## config.mk

```make
export PLATFORM = sky130hd
export DESIGN_NAME = flac_frame_header_parser
export DESIGN_NICKNAME = d
export VERILOG_FILES = /design/src/sv/fhp_pkg.sv /design/src/sv/fhp_decode.sv /design/src/sv/flac_frame_header_parser.sv
export SDC_FILE = /design/constraint.sdc
export NUM_CORES = 1
export LEC_CHECK = 0
export BUFFER_PORTS_ARGS = -buffer_cell sky130_fd_sc_hd__buf_2
export CAP_MARGIN = 20
export CORE_ASPECT_RATIO = 0.6
export CORE_MARGIN = 4
export CORE_UTILIZATION = 43
export CTS_BUF_LIST = sky130_fd_sc_hd__clkbuf_8
export DETAILED_ROUTE_END_ITERATION = 6
export SLEW_MARGIN = 20
export SYNTH_ARGS = -nofsm -noshare
export SYNTH_HDL_FRONTEND = slang
export SYNTH_SLANG_ARGS = --single-unit
```

## constraint.sdc

```tcl
create_clock -name aclk -period 8.7 [get_ports aclk]
set_clock_uncertainty 0.05 [all_clocks]
set_input_delay 1.305 -clock aclk [delete_from_list [all_inputs] [get_ports aclk]]
set_output_delay 1.305 -clock aclk [all_outputs]
set_load 0.01 [all_outputs]
```

## src/sv/fhp_pkg.sv

```systemverilog
`default_nettype none

package fhp_pkg;

    localparam int BYTE_W   = 8;
    localparam int BLOCK_W  = 17;
    localparam int RATE_W   = 20;
    localparam int NCH_W    = 4;
    localparam int MODE_W   = 2;
    localparam int BITS_W   = 6;
    localparam int STATUS_W = 3;
    localparam int RESULT_W = 61;
    localparam int TDATA_W  = 64;

    localparam logic [13:0] FRAME_SYNC = 14'h3FFE;

    // block-size codes
    localparam logic [3:0] BC_RESERVED = 4'd0;
    localparam logic [3:0] BC_192      = 4'd1;
    localparam logic [3:0] BC_EXT8     = 4'd6;
    localparam logic [3:0] BC_EXT16    = 4'd7;

    localparam logic [BLOCK_W-1:0] BLK_192 = 17'd192;
    localparam logic [BLOCK_W-1:0] BLK_576 = 17'd576;
    localparam logic [BLOCK_W-1:0] BLK_256 = 17'd256;

    // sample-rate codes
    localparam logic [3:0] RC_STREAM   = 4'd0;
    localparam logic [3:0] RC_KHZ      = 4'd12;
    localparam logic [3:0] RC_HZ       = 4'd13;
    localparam logic [3:0] RC_TENS_HZ  = 4'd14;
    localparam logic [3:0] RC_RESERVED = 4'd15;

    localparam logic [RATE_W-1:0] KHZ_SCALE  = 20'd1000;
    localparam logic [RATE_W-1:0] TENS_SCALE = 20'd10;

    // sample-size codes
    localparam logic [2:0] SC_STREAM   = 3'd0;
    localparam logic [2:0] SC_RESERVED = 3'd3;

    // channel assignment
    localparam logic [3:0] CC_LAST_INDEP = 4'd7;
    localparam logic [3:0] CC_LAST_STEREO = 4'd10;

    localparam logic [STATUS_W-1:0] ST_OK            = 3'd0;
    localparam logic [STATUS_W-1:0] ST_BAD_SYNC      = 3'd1;
    localparam logic [STATUS_W-1:0] ST_RSVD_CHANNELS = 3'd2;
    localparam logic [STATUS_W-1:0] ST_RSVD_SIZE     = 3'd3;
    localparam logic [STATUS_W-1:0] ST_RSVD_RATE     = 3'd4;

    localparam logic CFG_STREAM_RATE = 1'b0;
    localparam logic CFG_STREAM_BITS = 1'b1;

    typedef struct packed {
        logic [15:0]        first_two;
        logic [7:0]         codes;
        logic [7:0]         chan_size;
        logic [BLOCK_W-1:0] ext_block;
        logic [RATE_W-1:0]  ext_rate;
    } fhp_hdr_t;

    typedef struct packed {
        logic [STATUS_W-1:0] status;
        logic [BYTE_W-1:0]   header_crc;
        logic                variable_blocking;
        logic [BITS_W-1:0]   sample_bits;
        logic [MODE_W-1:0]   channel_mode;
        logic [NCH_W-1:0]    chan_count;
        logic [RATE_W-1:0]   rate_hz;
        logic [BLOCK_W-1:0]  blk_len;
    } fhp_result_t;

    function automatic logic [RATE_W-1:0] fixed_rate(input logic [3:0] code);
        logic [RATE_W-1:0] r;
        case (code)
            4'd1:    r = 20'd88200;
            4'd2:    r = 20'd176400;
            4'd3:    r = 20'd192000;
            4'd4:    r = 20'd8000;
            4'd5:    r = 20'd16000;
            4'd6:    r = 20'd22050;
            4'd7:    r = 20'd24000;
            4'd8:    r = 20'd32000;
            4'd9:    r = 20'd44100;
            4'd10:   r = 20'd48000;
            4'd11:   r = 20'd96000;
            default: r = '0;
        endcase
        return r;
    endfunction

    function automatic logic [BITS_W-1:0] size_bits(input logic [2:0] code);
        logic [BITS_W-1:0] r;
        case (code)
            3'd1:    r = 6'd8;
            3'd2:    r = 6'd12;
            3'd4:    r = 6'd16;
            3'd5:    r = 6'd20;
            3'd6:    r = 6'd24;
            3'd7:    r = 6'd32;
            default: r = '0;
        endcase
        return r;
    endfunction

endpackage

`default_nettype wire

```

## src/sv/fhp_decode.sv

```systemverilog
`default_nettype none

module fhp_decode
    import fhp_pkg::*;
(
    input  fhp_hdr_t            hdr,
    input  logic [RATE_W-1:0]   stream_rate,
    input  logic [BITS_W-1:0]   stream_bits,
    input  logic [BYTE_W-1:0]   crc_byte,
    output fhp_result_t         result
);

    logic [3:0] bc;
    logic [3:0] rc;
    logic [3:0] cc;
    logic [2:0] sc;
    logic [1:0] bc_less2;
    logic       sync_ok;

    assign bc       = hdr.codes[7:4];
    assign rc       = hdr.codes[3:0];
    assign cc       = hdr.chan_size[7:4];
    assign sc       = hdr.chan_size[3:1];
    assign bc_less2 = bc[1:0] - 2'd2;
    assign sync_ok  = (hdr.first_two[15:2] == FRAME_SYNC);

    always_comb begin
        result = '0;

        case (bc) inside
            BC_RESERVED:        result.blk_len = '0;
            BC_192:             result.blk_len = BLK_192;
            [4'd2:4'd5]:        result.blk_len = BLK_576 << bc_less2;
            BC_EXT8, BC_EXT16:  result.blk_len = hdr.ext_block;
            default:            result.blk_len = BLK_256 << bc[2:0];
        endcase

        case (rc) inside
            RC_STREAM:                  result.rate_hz = stream_rate;
            RC_KHZ, RC_HZ, RC_TENS_HZ:  result.rate_hz = hdr.ext_rate;
            RC_RESERVED:                result.rate_hz = '0;
            default:                    result.rate_hz = fixed_rate(rc);
        endcase

        if (cc <= CC_LAST_INDEP) begin
            result.chan_count   = cc + 4'd1;
            result.channel_mode = '0;
        end else if (cc <= CC_LAST_STEREO) begin
            result.chan_count   = 4'd2;
            result.channel_mode = MODE_W'(cc - CC_LAST_INDEP);
        end else begin
            result.chan_count   = '0;
            result.channel_mode = '0;
        end

        result.sample_bits       = (sc == SC_STREAM) ? stream_bits : size_bits(sc);
        result.variable_blocking = hdr.first_two[0];
        result.header_crc        = crc_byte;

        if (!sync_ok) begin
            result.status = ST_BAD_SYNC;
        end else if (cc > CC_LAST_STEREO) begin
            result.status = ST_RSVD_CHANNELS;
        end else if (bc == BC_RESERVED || sc == SC_RESERVED) begin
            result.status = ST_RSVD_SIZE;
        end else if (rc == RC_RESERVED) begin
            result.status = ST_RSVD_RATE;
        end else begin
            result.status = ST_OK;
        end
    end

endmodule

`default_nettype wire

```

## src/sv/flac_frame_header_parser.sv

```systemverilog
// One header byte per transfer, one byte accepted every cycle while s_tready is high.
// The decoded result appears in the cycle after the CRC byte transfer, held in an
// output register; bytes keep flowing while it waits, and only a byte that
// arrives in the CRC phase stalls until the register is free.
// Synchronous active-low reset returns the parser to idle (waiting for a
// frame start), clears the output valid, and sets stream bits to 16.
`default_nettype none

module flac_frame_header_parser
    import fhp_pkg::*;
(
    input  wire logic                aclk,
    input  wire logic                aresetn,

    input  wire logic                s_tvalid,
    output      logic                s_tready,
    input  wire logic [BYTE_W-1:0]   s_tdata,   // [7:0] header_byte
    input  wire logic                s_tuser,   // [0] frame_start

    output      logic                m_tvalid,
    input  wire logic                m_tready,
    // [16:0] samples per channel, [36:17] rate in Hz, [40:37] channel count,
    // [42:41] channel_mode, [48:43] sample_bits, [49] variable_blocking,
    // [57:50] header_crc, [60:58] status, [63:61] zero
    output      logic [TDATA_W-1:0]  m_tdata,

    input  wire logic                cfg_valid,
    output      logic                cfg_ready,
    input  wire logic                cfg_index,
    input  wire logic [RATE_W-1:0]   cfg_data
);

    typedef enum logic [3:0] {
        PH_IDLE,
        PH_BYTE1,
        PH_CODES,
        PH_CHAN_SIZE,
        PH_NUM_FIRST,
        PH_NUM_REST,
        PH_EXT_BLOCK,
        PH_EXT_RATE,
        PH_CRC
    } phase_t;

    phase_t              phase_reg, phase_next;
    logic [15:0]         first_two_reg, first_two_next;
    logic [7:0]          codes_reg, codes_next;
    logic [7:0]          chan_size_reg, chan_size_next;
    logic [2:0]          num_left_reg, num_left_next;
    logic [15:0]         ext_val_reg, ext_val_next;
    logic [1:0]          ext_left_reg, ext_left_next;
    logic [BLOCK_W-1:0]  ext_block_reg, ext_block_next;
    logic [RATE_W-1:0]   ext_rate_reg, ext_rate_next;
    logic                m_valid_reg, m_valid_next;
    fhp_result_t         result_reg;
    logic [RATE_W-1:0]   stream_rate_reg;
    logic [BITS_W-1:0]   stream_bits_reg;

    logic                s_fire;
    logic                crc_fire;
    logic [7:0]          b;
    logic [3:0]          lead_ones;
    logic                run;
    logic [2:0]          num_total;
    logic [2:0]          num_dec;
    logic [1:0]          ext_dec;
    logic [15:0]         ext_shift;
    phase_t              rate_phase;
    logic [1:0]          rate_left;
    phase_t              after_phase;
    logic [1:0]          after_left;
    fhp_hdr_t            hdr;
    fhp_result_t         dec_result;

    assign b         = s_tdata;
    assign s_tready  = (phase_reg != PH_CRC) || !m_valid_reg || m_tready;
    assign s_fire    = s_tvalid && s_tready;
    assign crc_fire  = s_fire && !s_tuser && (phase_reg == PH_CRC);
    assign cfg_ready = 1'b1;
    assign m_tvalid  = m_valid_reg;
    assign m_tdata   = {(TDATA_W - RESULT_W)'(0), result_reg};

    assign num_dec   = num_left_reg - 3'd1;
    assign ext_dec   = ext_left_reg - 2'd1;
    assign ext_shift = {ext_val_reg[7:0], b};

    assign hdr.first_two = first_two_reg;
    assign hdr.codes     = codes_reg;
    assign hdr.chan_size = chan_size_reg;
    assign hdr.ext_block = ext_block_reg;
    assign hdr.ext_rate  = ext_rate_reg;

    fhp_decode u_decode (
        .hdr         (hdr),
        .stream_rate (stream_rate_reg),
        .stream_bits (stream_bits_reg),
        .crc_byte    (b),
        .result      (dec_result)
    );

    // leading ones of the first coded-number byte
    always_comb begin
        lead_ones = '0;
        run       = 1'b1;
        for (int i = 7; i >= 0; i--) begin
            if (run && b[i]) begin
                lead_ones = lead_ones + 4'd1;
            end else begin
                run = 1'b0;
            end
        end
        if (lead_ones < 4'd2) begin
            num_total = 3'd1;
        end else if (lead_ones > 4'd7) begin
            num_total = 3'd7;
        end else begin
            num_total = lead_ones[2:0];
        end
    end

    always_comb begin
        case (codes_reg[3:0])
            RC_KHZ: begin
                rate_phase = PH_EXT_RATE;
                rate_left  = 2'd1;
            end
            RC_HZ, RC_TENS_HZ: begin
                rate_phase = PH_EXT_RATE;
                rate_left  = 2'd2;
            end
            default: begin
                rate_phase = PH_CRC;
                rate_left  = 2'd0;
            end
        endcase
        case (codes_reg[7:4])
            BC_EXT8: begin
                after_phase = PH_EXT_BLOCK;
                after_left  = 2'd1;
            end
            BC_EXT16: begin
                after_phase = PH_EXT_BLOCK;
                after_left  = 2'd2;
            end
            default: begin
                after_phase = rate_phase;
                after_left  = rate_left;
            end
        endcase
    end

    always_comb begin
        phase_next     = phase_reg;
        first_two_next = first_two_reg;
        codes_next     = codes_reg;
        chan_size_next = chan_size_reg;
        num_left_next  = num_left_reg;
        ext_val_next   = ext_val_reg;
        ext_left_next  = ext_left_reg;
        ext_block_next = ext_block_reg;
        ext_rate_next  = ext_rate_reg;
        m_valid_next   = m_valid_reg && !m_tready;

        if (s_fire) begin
            if (s_tuser) begin
                first_two_next = {b, 8'h00};
                phase_next     = PH_BYTE1;
            end else begin
                case (phase_reg)
                    PH_BYTE1: begin
                        first_two_next = first_two_reg | {8'h00, b};
                        phase_next     = PH_CODES;
                    end
                    PH_CODES: begin
                        codes_next = b;
                        phase_next = PH_CHAN_SIZE;
                    end
                    PH_CHAN_SIZE: begin
                        chan_size_next = b;
                        phase_next     = PH_NUM_FIRST;
                    end
                    PH_NUM_FIRST: begin
                        num_left_next = num_total - 3'd1;
                        if (num_total != 3'd1) begin
                            phase_next = PH_NUM_REST;
                        end else begin
                            ext_val_next  = '0;
                            ext_left_next = after_left;
                            phase_next    = after_phase;
                        end
                    end
                    PH_NUM_REST: begin
                        num_left_next = num_dec;
                        if (num_dec == 3'd0) begin
                            ext_val_next  = '0;
                            ext_left_next = after_left;
                            phase_next    = after_phase;
                        end
                    end
                    PH_EXT_BLOCK: begin
                        ext_val_next  = ext_shift;
                        ext_left_next = ext_dec;
                        if (ext_dec == 2'd0) begin
                            ext_block_next = {1'b0, ext_shift} + BLOCK_W'(1);
                            ext_val_next   = '0;
                            ext_left_next  = rate_left;
                            phase_next     = rate_phase;
                        end
                    end
                    PH_EXT_RATE: begin
                        ext_val_next  = ext_shift;
                        ext_left_next = ext_dec;
                        if (ext_dec == 2'd0) begin
                            case (codes_reg[3:0])
                                RC_KHZ:     ext_rate_next = RATE_W'(ext_shift) * KHZ_SCALE;
                                RC_TENS_HZ: ext_rate_next = RATE_W'(ext_shift) * TENS_SCALE;
                                default:    ext_rate_next = RATE_W'(ext_shift);
                            endcase
                            phase_next = PH_CRC;
                        end
                    end
                    PH_CRC: begin
                        m_valid_next = 1'b1;
                        phase_next   = PH_IDLE;
                    end
                    default: begin
                        phase_next = phase_reg;
                    end
                endcase
            end
        end
    end

    always_ff @(posedge aclk) begin
        if (!aresetn) begin
            phase_reg       <= PH_IDLE;
            first_two_reg   <= '0;
            codes_reg       <= '0;
            chan_size_reg   <= '0;
            num_left_reg    <= '0;
            ext_val_reg     <= '0;
            ext_left_reg    <= '0;
            ext_block_reg   <= '0;
            ext_rate_reg    <= '0;
            m_valid_reg     <= 1'b0;
            stream_rate_reg <= '0;
            stream_bits_reg <= 6'd16;
        end else begin
            phase_reg     <= phase_next;
            first_two_reg <= first_two_next;
            codes_reg     <= codes_next;
            chan_size_reg <= chan_size_next;
            num_left_reg  <= num_left_next;
            ext_val_reg   <= ext_val_next;
            ext_left_reg  <= ext_left_next;
            ext_block_reg <= ext_block_next;
            ext_rate_reg  <= ext_rate_next;
            m_valid_reg   <= m_valid_next;
            if (cfg_valid && cfg_ready) begin
                case (cfg_index)
                    CFG_STREAM_RATE: stream_rate_reg <= cfg_data;
                    CFG_STREAM_BITS: stream_bits_reg <= cfg_data[BITS_W-1:0];
                    default:         stream_rate_reg <= stream_rate_reg;
                endcase
            end
        end
    end

    always_ff @(posedge aclk) begin
        if (crc_fire) begin
            result_reg <= dec_result;
        end
    end

    a_crc_gives_result: assert property (@(posedge aclk) disable iff (!aresetn)
        crc_fire |=> m_tvalid && phase_reg == PH_IDLE)
        else $error("CRC byte transfer did not produce a result");

    a_start_restarts: assert property (@(posedge aclk) disable iff (!aresetn)
        s_tvalid && s_tready && s_tuser |=> phase_reg == PH_BYTE1)
        else $error("frame start did not restart the parser");

    a_stall_only_on_crc: assert property (@(posedge aclk) disable iff (!aresetn)
        !s_tready |-> phase_reg == PH_CRC && m_valid_reg && !m_tready)
        else $error("input stalled outside a full-output CRC wait");

    a_status_range: assert property (@(posedge aclk) disable iff (!aresetn)
        m_tvalid |-> result_reg.status == ST_OK || result_reg.status == ST_BAD_SYNC
            || result_reg.status == ST_RSVD_CHANNELS || result_reg.status == ST_RSVD_SIZE
            || result_reg.status == ST_RSVD_RATE)
        else $error("result status out of range");

endmodule

`default_nettype wire

```

======== After elaboration in Yosys (flattened, before gate mapping) ========
Memories as Yosys holds them, arrays and structs flattened. A register that Yosys moved wholly into a read port is not among the register bits.
Index checks and enable logic that the tools add are counted.
cells by class
  equal/unequal tests ..................... 30
  reductions and logical operators ........ 43
  mux-type cells .......................... 57
  magnitude comparators ................... 7
  multipliers ............................. 2
  bitwise gates (word level) .............. 5
  shift operators ......................... 2
  add/sub/neg operators ................... 14
operators with widths
  kind                                                 number
  two-way mux 4 bit                                    16
  two-way mux 20 bit                                   3
  case mux 20 bit (2 select lines)                     1
  case mux 6 bit (6 select lines)                      1
  two-way mux 17 bit                                   2
  two-way mux 16 bit                                   2
  two-way mux 8 bit                                    4
  case mux 4 bit (8 select lines)                      1
  case mux 8 bit (4 select lines)                      1
  adder 4 x 1 -> 4 bit (second input constant)         7
  == test 4 x 3 -> 1 bit (second input constant)       6
  == test 4 bit (second input constant)                5
  multiplier 16 x 3 -> 19 bit (second input constant)  1
  adder 16 x 1 -> 17 bit (second input constant)       1
  multiplier 16 x 7 -> 17 bit (second input constant)  1
  << shifter 10 x 2 -> 17 bit (first input constant)   1
  << shifter 9 x 3 -> 17 bit (first input constant)    1
  bitwise OR 16 x 8 -> 16 bit                          1
  == test 14 bit (second input constant)               1
  two-way mux 2 bit                                    7
  == test 3 bit (second input constant)                4
  logical AND 1 bit                                    12
  two-way mux 1 bit                                    11
  AND reduction 5 bit                                  2
  37 further kinds                                     68
storage, ports and cells
  bits in read-only memories .............. 272
  word-level logic and storage cells ...... 183
  memories ................................ 1
  register bits after elaboration ......... 174
  bits of input ports ..................... 35
memory list
  name              words  bits a word  read ports  clocked after memory_dff  wr ports  line           text
  (name not given)  16     17           1           1                         0         fhp_pkg.sv:75  case (code)

======== Logic depth before layout (Yosys ltp) ========
Gate-level depths: netlist of the first run.
  depth in word-level cells ............... 22
  mapped depth ............................ 28
  gate-level depth less buffers ........... 27

======== Hierarchy ========
From an unflattened synthesis of the first run, not the netlist that was laid out.
unflattened totals
  cells, all modules ...................... 1259
  area, all modules ....................... 11318.4 sq um
modules (own cells, without submodules)
  module                    cells an instance  seq. area each (sq um)  area an instance (sq um)  times used
  flac_frame_header_parser  1025               4093.9                  9933.3                    1
  fhp_decode                234                0.0                     1385.1                    1

======== Worst setup path after synthesis of the first run ========
No wires, ideal clock.
  path kind ............................... input to register
  start ................................... input s_tdata[6]
  end ..................................... register ext_left_reg[1]
  library setup time ...................... 0.070 ns
  arrival ................................. 6.428 ns
  slack ................................... 2.151 ns
  stages on the path ...................... 28
  cells stage by stage .................... inv_1 ha_1 clkbuf_1 xnor2_1 ha_1 o21a_1 ha_1 mux2_2 o21ai_0 inv_1 ha_1 nand2_1 o21ai_0 ha_1 mux2i_1 mux2i_1 ha_1 and3b_1 o21ai_0 mux2i_1 xor2_1 o21ai_0 or2_2 ha_1 inv_1 o31a_1 or3_1 a21oi_1
on the way
  longest elaborated chain between the ends .. 20
  elaborated cells on any way between the ends .. 33
  classes of those cells .................. 6 x add/sub; 2 x order compare; 2 x eq/ne; 15 x mux; 8 x reduce/logical
RTL lines
  element                                                           line                                                              text
  start, declared                                                   flac_frame_header_parser.sv:17                                    input wire logic [BYTE_W-1:0] s_tdata,
  logical AND 1 bit (*)                                             flac_frame_header_parser.sv:106                                   if (run && b[i]) begin
  two-way mux 2 bit / two-way mux 1 bit (equally long branches)     flac_frame_header_parser.sv:106
  adder 4 x 1 -> 4 bit / logical AND 1 bit (equally long branches)  flac_frame_header_parser.sv:107, flac_frame_header_parser.sv:106
  two-way mux 4 bit / two-way mux 1 bit (equally long branches)     flac_frame_header_parser.sv:106
  adder 4 x 1 -> 4 bit / logical AND 1 bit (equally long branches)  flac_frame_header_parser.sv:107, flac_frame_header_parser.sv:106
  two-way mux 4 bit / two-way mux 1 bit (equally long branches)     flac_frame_header_parser.sv:106
  adder 4 x 1 -> 4 bit / logical AND 1 bit (equally long branches)  flac_frame_header_parser.sv:107, flac_frame_header_parser.sv:106
  two-way mux 4 bit / two-way mux 1 bit (equally long branches)     flac_frame_header_parser.sv:106
  [4 not listed]                                                    --
  adder 4 x 1 -> 4 bit / logical AND 1 bit (equally long branches)  flac_frame_header_parser.sv:107, flac_frame_header_parser.sv:106
  two-way mux 4 bit (*)                                             flac_frame_header_parser.sv:106
  greater-than comparator 4 x 3 -> 1 bit                            flac_frame_header_parser.sv:114                                   end else if (lead_ones > 4'd7) begin
  two-way mux 3 bit                                                 flac_frame_header_parser.sv:114
  two-way mux 3 bit (*)                                             flac_frame_header_parser.sv:112                                   if (lead_ones < 4'd2) begin
  != test 3 x 1 -> 1 bit (*)                                        flac_frame_header_parser.sv:184                                   if (num_total != 3'd1) begin
  != test 2 bit (no line) (*)                                       --
  AND reduction 5 bit (no line) (*)                                 --
  end signal, assigned                                              flac_frame_header_parser.sv:255                                   ext_left_reg <= ext_left_next;
  end, declared                                                     flac_frame_header_parser.sv:51                                    logic [1:0] ext_left_reg, ext_left_next;
Mark *: on every way between the ends. The rest lies on a longest branch, timed or not.
A chain may end at the register's enable or synchronous reset.

======== Final worst setup path of the first run ========
  start ................................... input s_tdata[5]
  end ..................................... register ext_val_reg[6]
on the way
  longest elaborated chain between the ends .. 18
  elaborated cells on any way between the ends .. 29
  classes of those cells .................. 5 x add/sub; 2 x order compare; 2 x eq/ne; 13 x mux; 7 x reduce/logical
RTL lines
  element                                                           line                                                              text
  logical AND 1 bit (*)                                             flac_frame_header_parser.sv:106
  two-way mux 4 bit / two-way mux 1 bit (equally long branches)     flac_frame_header_parser.sv:106
  adder 4 x 1 -> 4 bit / logical AND 1 bit (equally long branches)  flac_frame_header_parser.sv:107, flac_frame_header_parser.sv:106
  two-way mux 4 bit / two-way mux 1 bit (equally long branches)     flac_frame_header_parser.sv:106
  adder 4 x 1 -> 4 bit / logical AND 1 bit (equally long branches)  flac_frame_header_parser.sv:107, flac_frame_header_parser.sv:106
  two-way mux 4 bit / two-way mux 1 bit (equally long branches)     flac_frame_header_parser.sv:106
  adder 4 x 1 -> 4 bit / logical AND 1 bit (equally long branches)  flac_frame_header_parser.sv:107, flac_frame_header_parser.sv:106
  two-way mux 4 bit / two-way mux 1 bit (equally long branches)     flac_frame_header_parser.sv:106
  [2 not listed]                                                    --
  adder 4 x 1 -> 4 bit / logical AND 1 bit (equally long branches)  flac_frame_header_parser.sv:107, flac_frame_header_parser.sv:106
  two-way mux 4 bit (*)                                             flac_frame_header_parser.sv:106
  greater-than comparator 4 x 3 -> 1 bit                            flac_frame_header_parser.sv:114
  two-way mux 3 bit                                                 flac_frame_header_parser.sv:114
  two-way mux 3 bit (*)                                             flac_frame_header_parser.sv:112
  != test 3 x 1 -> 1 bit (*)                                        flac_frame_header_parser.sv:184
  != test 2 bit (no line) (*)                                       --
  AND reduction 5 bit (no line) (*)                                 --
  end signal, assigned                                              flac_frame_header_parser.sv:254                                   ext_val_reg <= ext_val_next;
  end, declared                                                     flac_frame_header_parser.sv:50                                    logic [15:0] ext_val_reg, ext_val_next;
Marks and branches as above.

==> flow_summary.ini, run 1 <==
[die]
ios = 102
die_w_um = 220
dieArea_mm2 = 0.0298
coreArea_mm2 = 0.0265
dieHeight_um = 135
initial_core_util_pct = 43.8
rows = 46

[finish]
antenna_cells = 0
final_cells = 1715
largest_register_ffs = 61
multi_input_area_mm2 = 0.00674
drive_gt1_share_pct = 12.5
final_nets = 1502
regArea_mm2 = 0.00437
synthToLayoutAreaGrowth_pct = 10.4
stdcell_area_mm2 = 0.0128
final_util_pct = 48.4
n_fill_cell = 2568

[yosys]
synth_ff_type = dfxtp_1
async_flop_share_pct = 0
synth_seq_area_share_pct = 37.7
syn_avg_cell_area_um2 = 9.05
yosysUniqueCellTypes = 74
syn_area_mm2 = 0.0116
yosys_warnings = 0
synth-edff-count = 61
ys_seq_elements = 188
postSynthCellCount = 1282

[critical_path]
endpoint_kind = flop
crit_fanout = 18
worst-path-buf-inv = 3
critPathRequiredTime_ns = 9.02
crit_type = input pin to flop
startpoint_type = input pin
cp_top_family = adder cells
critical-path-max-stage-delay_ns = 0.40
crit_arrival_ns = 7.19
crit_slowest_cell = buf_2
worst_path_most_repeated_cell = ha_1

[global_routing]
grt_pass1_vias = 8605
antenna_found_initial = 0
track_usage_pct = 20.9
grt_pass1_wl_um = 48400
grt_max_degree = 82
grt_overflow = 0

[clock_network]
clock_latency_ns = 0.49
path_clk_slew_ns = 0.10
post-cts-setup-buffer-count = 0
post_cts_resized = 0
cts_tree = yes
root_buffer = clkbuf_8
clockBufferDepth = 2
ctsHoldBuffers = 0
numCtsBuffers = 17
clock_sink_count = 188
cts-htree-levels = 4

[timing]
rsz0062_at_grt = false
max_freq_mhz = 145
drv_slew = 0
worst_slack_ns = 1.83
worst_pin_slew_ns = 1.09
hold_violations = 0
maxSlewHeadroom_pct = 26.7
period_share_pct = 79.0
finalSetupViolCount = 0
tns_ns = 0
whs_ns = 0.399
fin_crit_ns = 6.87

[detailed_routing]
routedWlPerCell_um = 18.0
routed_wl_um = 30800
viasPerCell = 5.47
drc = 0
ant_nets = 0
vias = 9373
first_pass_iters = 5
drtIter0Drc = 705

[power_and_ir_drop]
p_per_area_mw_per_mm2 = 161
irDropWorstVdd_mv = 0.0773
total_power_mw = 2.06
leakagePower_nw = 5.15

[place]
port_buffers = 97
placed_cell_area_mm2 = 0.0124
preCtsSetupSlack_ns = 1.44
gp_congestion = 0.891
hpwl_um = 22900
dp_cells = 1683

[status]
status = complete, no violations

[flow_run]
maxCapViolations = 0

[worst_hold_path]
worstHoldPathType = flop to flop
==> worst paths after layout <==
path,startpoint,endpoint,slack [ns],cells after the start
min reg2reg,first_two_reg[0],m_tdata[49],0.40,0
max,s_tdata[5],ext_val_reg[6],1.83,27
max reg2reg,ext_val_reg[0],ext_rate_reg[19],3.60,11
min,first_two_reg[0],m_tdata[49],0.40,0
==> cell families (layout without fill, tap and decap cells) <==
group / Yosys count / in the layout / synth area share [%]
and+or+nand+nor: 452 / 452 / 18.0
AOI/OAI and AO/OA: 305 / 305 / 17.2
DFF: 188 / 188 / 37.7
buffers and inverters: 131 / 202 / 4.42
adders and majority gates: 125 / 125 / 16.3
xor gates and xnor gates: 49 / 49 / 3.70
muxes: 30 / 30 / 2.62
other: 2 / 4 / 0.0647
==> worst reg2reg max path, stage by stage (launching register included) <==
cell and delay [ns]:
dfxtp_1 0.80, ha_1 0.37, fa_1 0.49, fa_1 0.56
fa_1 0.43, ha_1 0.39, and3_1 0.21, a2111oi_0 0.88
o31ai_1 0.21, and4b_1 0.26, o31ai_1 0.19, a31oi_1 0.10
==> cell usage in the layout, fill, tap and decap left out, types with 5 or more instances in the layout <==
master / instances
nand2_1: 155
nor2_1: 142
dfxtp_1: 127
a21oi_1: 102
buf_2: 97
ha_1: 81
edfxtp_1: 61
o21ai_0: 60
inv_1: 59
fa_1: 44
nand3_1: 36
xnor2_1: 31
a211oi_1: 29
mux2i_1: 27
and2_1: 19
xor2_1: 18
clkbuf_8: 17
nor2b_1: 16
nor3_1: 16
buf_4: 13
o211ai_1: 12
o21a_1: 12
nand2b_1: 9
and3_1: 9
a221oi_1: 8
a21o_1: 8
a31oi_1: 8
and4_1: 6
nand4_1: 6
nor4_1: 6
or2_2: 6
o22ai_1: 6
a22o_1: 5
o2111ai_1: 5
o31ai_1: 5
o21bai_1: 5
==> Yosys cell counts, types with 7 or more instances <==
| library cell | number | area, µm² |
|---|---|---|
| a211oi_1 | 29 | 218 |
| xor2_1 | 18 | 158 |
| a31oi_1 | 8 | 50.1 |
| nand2_1 | 155 | 582 |
| nand3_1 | 36 | 180 |
| edfxtp_1 | 61 | 1830 |
| a221oi_1 | 8 | 70.1 |
| nor4_1 | 7 | 43.8 |
| and3_1 | 9 | 56.3 |
| o211ai_1 | 12 | 90.1 |
| fa_1 | 44 | 881 |
| ha_1 | 81 | 1010 |
| clkbuf_1 | 64 | 240 |
| mux2i_1 | 27 | 270 |
| a21o_1 | 8 | 60.1 |
| xnor2_1 | 31 | 272 |
| nor2_1 | 143 | 537 |
| o21ai_0 | 60 | 300 |
| o21a_1 | 12 | 90.1 |
| nor2b_1 | 16 | 100 |
| dfxtp_1 | 127 | 2540 |
| and2_1 | 19 | 119 |
| inv_1 | 59 | 221 |
| a21oi_1 | 102 | 510 |
| nor3_1 | 16 | 80.1 |
| nand2b_1 | 9 | 56.3 |
==> per-layer routing <==
| metal | global-route usage [%] | share of wire (%) | vias up |
|---|---|---|---|
| li1 | - | - | 4645 |
| met1 | 34.1 | 53 | 4485 |
| met2 | 28.5 | 40 | 223 |
| met3 | 4.01 | 5.8 | 20 |
| met4 | 3.80 | 0.83 | 0 |
| met5 | 0 | 0 | - |
==> power by group <==
group          switching (mW)  total, mW  internal (mW)
logic                   0.296      0.504          0.207
registers             0.00895      0.922          0.913
clock network           0.360      0.632          0.271
==> layout make-up <==
type	count	area share [%]
flip-flops and latches	188	34.2
clock inverters	15	1.57
multi-input cells	965	52.6
clock buffers	17	1.83
inverters	60	1.76
repair buffers	110	4.55
well taps	360	3.52
(Power assumes the default switching activity.)
==> inputs of run 2 (changes only) <==
==> constraint.sdc (replaced) <==
create_clock -name aclk -period 5.7 [get_ports aclk]
set_clock_uncertainty 0.05 [all_clocks]
set_input_delay 0.855 -clock aclk [delete_from_list [all_inputs] [get_ports aclk]]
set_output_delay 0.855 -clock aclk [all_outputs]
set_load 0.01 [all_outputs]
==> flow_summary.ini, run 2 (same netlist as run 1, synthesis figures left out) <==
[timing]
max_freq_mhz = 186
hold_violations = 0
rsz0062_at_grt = true
worst_pin_slew_ns = 0.937
period_share_pct = 94.1
drv_slew = 0
maxSlewHeadroom_pct = 37.3
finalSetupViolCount = 0
fin_crit_ns = 5.36

[finish]
synthToLayoutAreaGrowth_pct = 12.4
largest_register_ffs = 61
final_nets = 1530
n_fill_cell = 2541
antenna_cells = 0
multi_input_area_mm2 = 0.00678
final_common_cell = nand2_1
final_util_pct = 49.2
regArea_mm2 = 0.00437
stdcell_area_mm2 = 0.0130
drive_gt1_share_pct = 14.5
final_cell_mix = 154 x nand2_1, 142 x nor2_1, 127 x dfxtp_1, 102 x a21oi_1, 97 x buf_2

[critical_path]
endpoint_kind = flop
crit_arrival_ns = 5.73
crit_type = input pin to flop
crit_slowest_cell = or3_1
startpoint_type = input pin
worst-path-buf-inv = 3
critical-path-max-stage-delay_ns = 0.34
crit_fanout = 4
worst_path_most_repeated_cell = ha_1
cp_top_family = adder cells
critPathRequiredTime_ns = 6.07

[die]
rows = 46
coreArea_mm2 = 0.0265
dieHeight_um = 135
initial_core_util_pct = 43.8
ios = 102
die_w_um = 220
dieArea_mm2 = 0.0298

[power_and_ir_drop]
p_sw_mw = 1.01
irDropWorstVdd_mv = 0.127
p_seq_share_pct = 44.5
p_per_area_mw_per_mm2 = 242
switching_share_pct = 31.8
p_comb_share_pct = 25.3
clkPwrFrac_pct = 30.2
leakagePower_nw = 5.29
total_power_mw = 3.16
p_int_mw = 2.15

[clock_network]
post_cts_resized = 0
cts_tree = yes
clock_sink_count = 188
post-cts-setup-buffer-count = 0
root_buffer = clkbuf_8
cts-htree-levels = 4
ctsHoldBuffers = 0
numCtsBuffers = 17
clockBufferDepth = 2
clock_latency_ns = 0.49
path_clk_slew_ns = 0.10

[place]
port_buffers = 97
hpwl_um = 24200
gp_congestion = 0.891
placed_cell_area_mm2 = 0.0126

[detailed_routing]
first_pass_iters = 5
vias = 9623
ant_nets = 0
drtIter0Drc = 768
routed_wl_um = 32200
routedWlPerCell_um = 18.5
drc = 0
viasPerCell = 5.52

[global_routing]
grt_max_degree = 46
antenna_found_initial = 0
grt_overflow = 0
grt_pass1_wl_um = 51000
track_usage_pct = 22.1
grt_pass1_vias = 8955

[status]
status = complete, no violations

[flow_run]
maxCapViolations = 0

[worst_hold_path]
worstHoldPathType = flop to flop
## run 2: final timing paths
check	start	end	slack, ns	depth (start not counted)
max	s_tdata[7]	ext_left_reg[1]	0.34	28
min	first_two_reg[0]	m_tdata[49]	0.41	0
max reg2reg	ext_val_reg[0]	ext_rate_reg[19]	0.96	12
min reg2reg	first_two_reg[0]	m_tdata[49]	0.41	0
## run 2: metal layers
layer / share of wire, % / wire length [µm] / GRT usage, %
met5: 0 / 0 / 0
met1: 53 / 17000 / 36.1
met3: 7.1 / 2290 / 4.93
met2: 39 / 12500 / 29.4
met4: 1.1 / 348 / 4.08
## run 2: through the flow
step	TNS, ns	std cells	hold WS (ns)	setup WS, ns
after global routing	-0.00464	1743	0.423	-0.00464
after floorplan	0	1284	0.359	0.0147
after global placement	-1.13	1711	0.385	-0.132
final	0	1743	0.409	0.335
after detailed placement	-2.01	1711	0.375	-0.236
after CTS	0	1743	0.404	0.273
## run 2: power groups by stage
stage	Sequential, mW	Combinational (mW)	Clock (mW)
5_1_grt	1.41	0.912	1.02
3_5_place_dp	1.44	0.780	0
6_report	1.41	0.798	0.954
2_1_floorplan	1.43	0.578	0
3_3_place_gp	1.44	0.776	0
4_1_cts	1.41	0.795	0.969
## run 2: area by class of cell
type	count	area share [%]
clock inverters	14	1.25
well taps	360	3.46
inverters	60	1.73
repair buffers	138	6.09
clock buffers	18	1.90
multi-input cells	965	52.0
flip-flops and latches	188	33.6
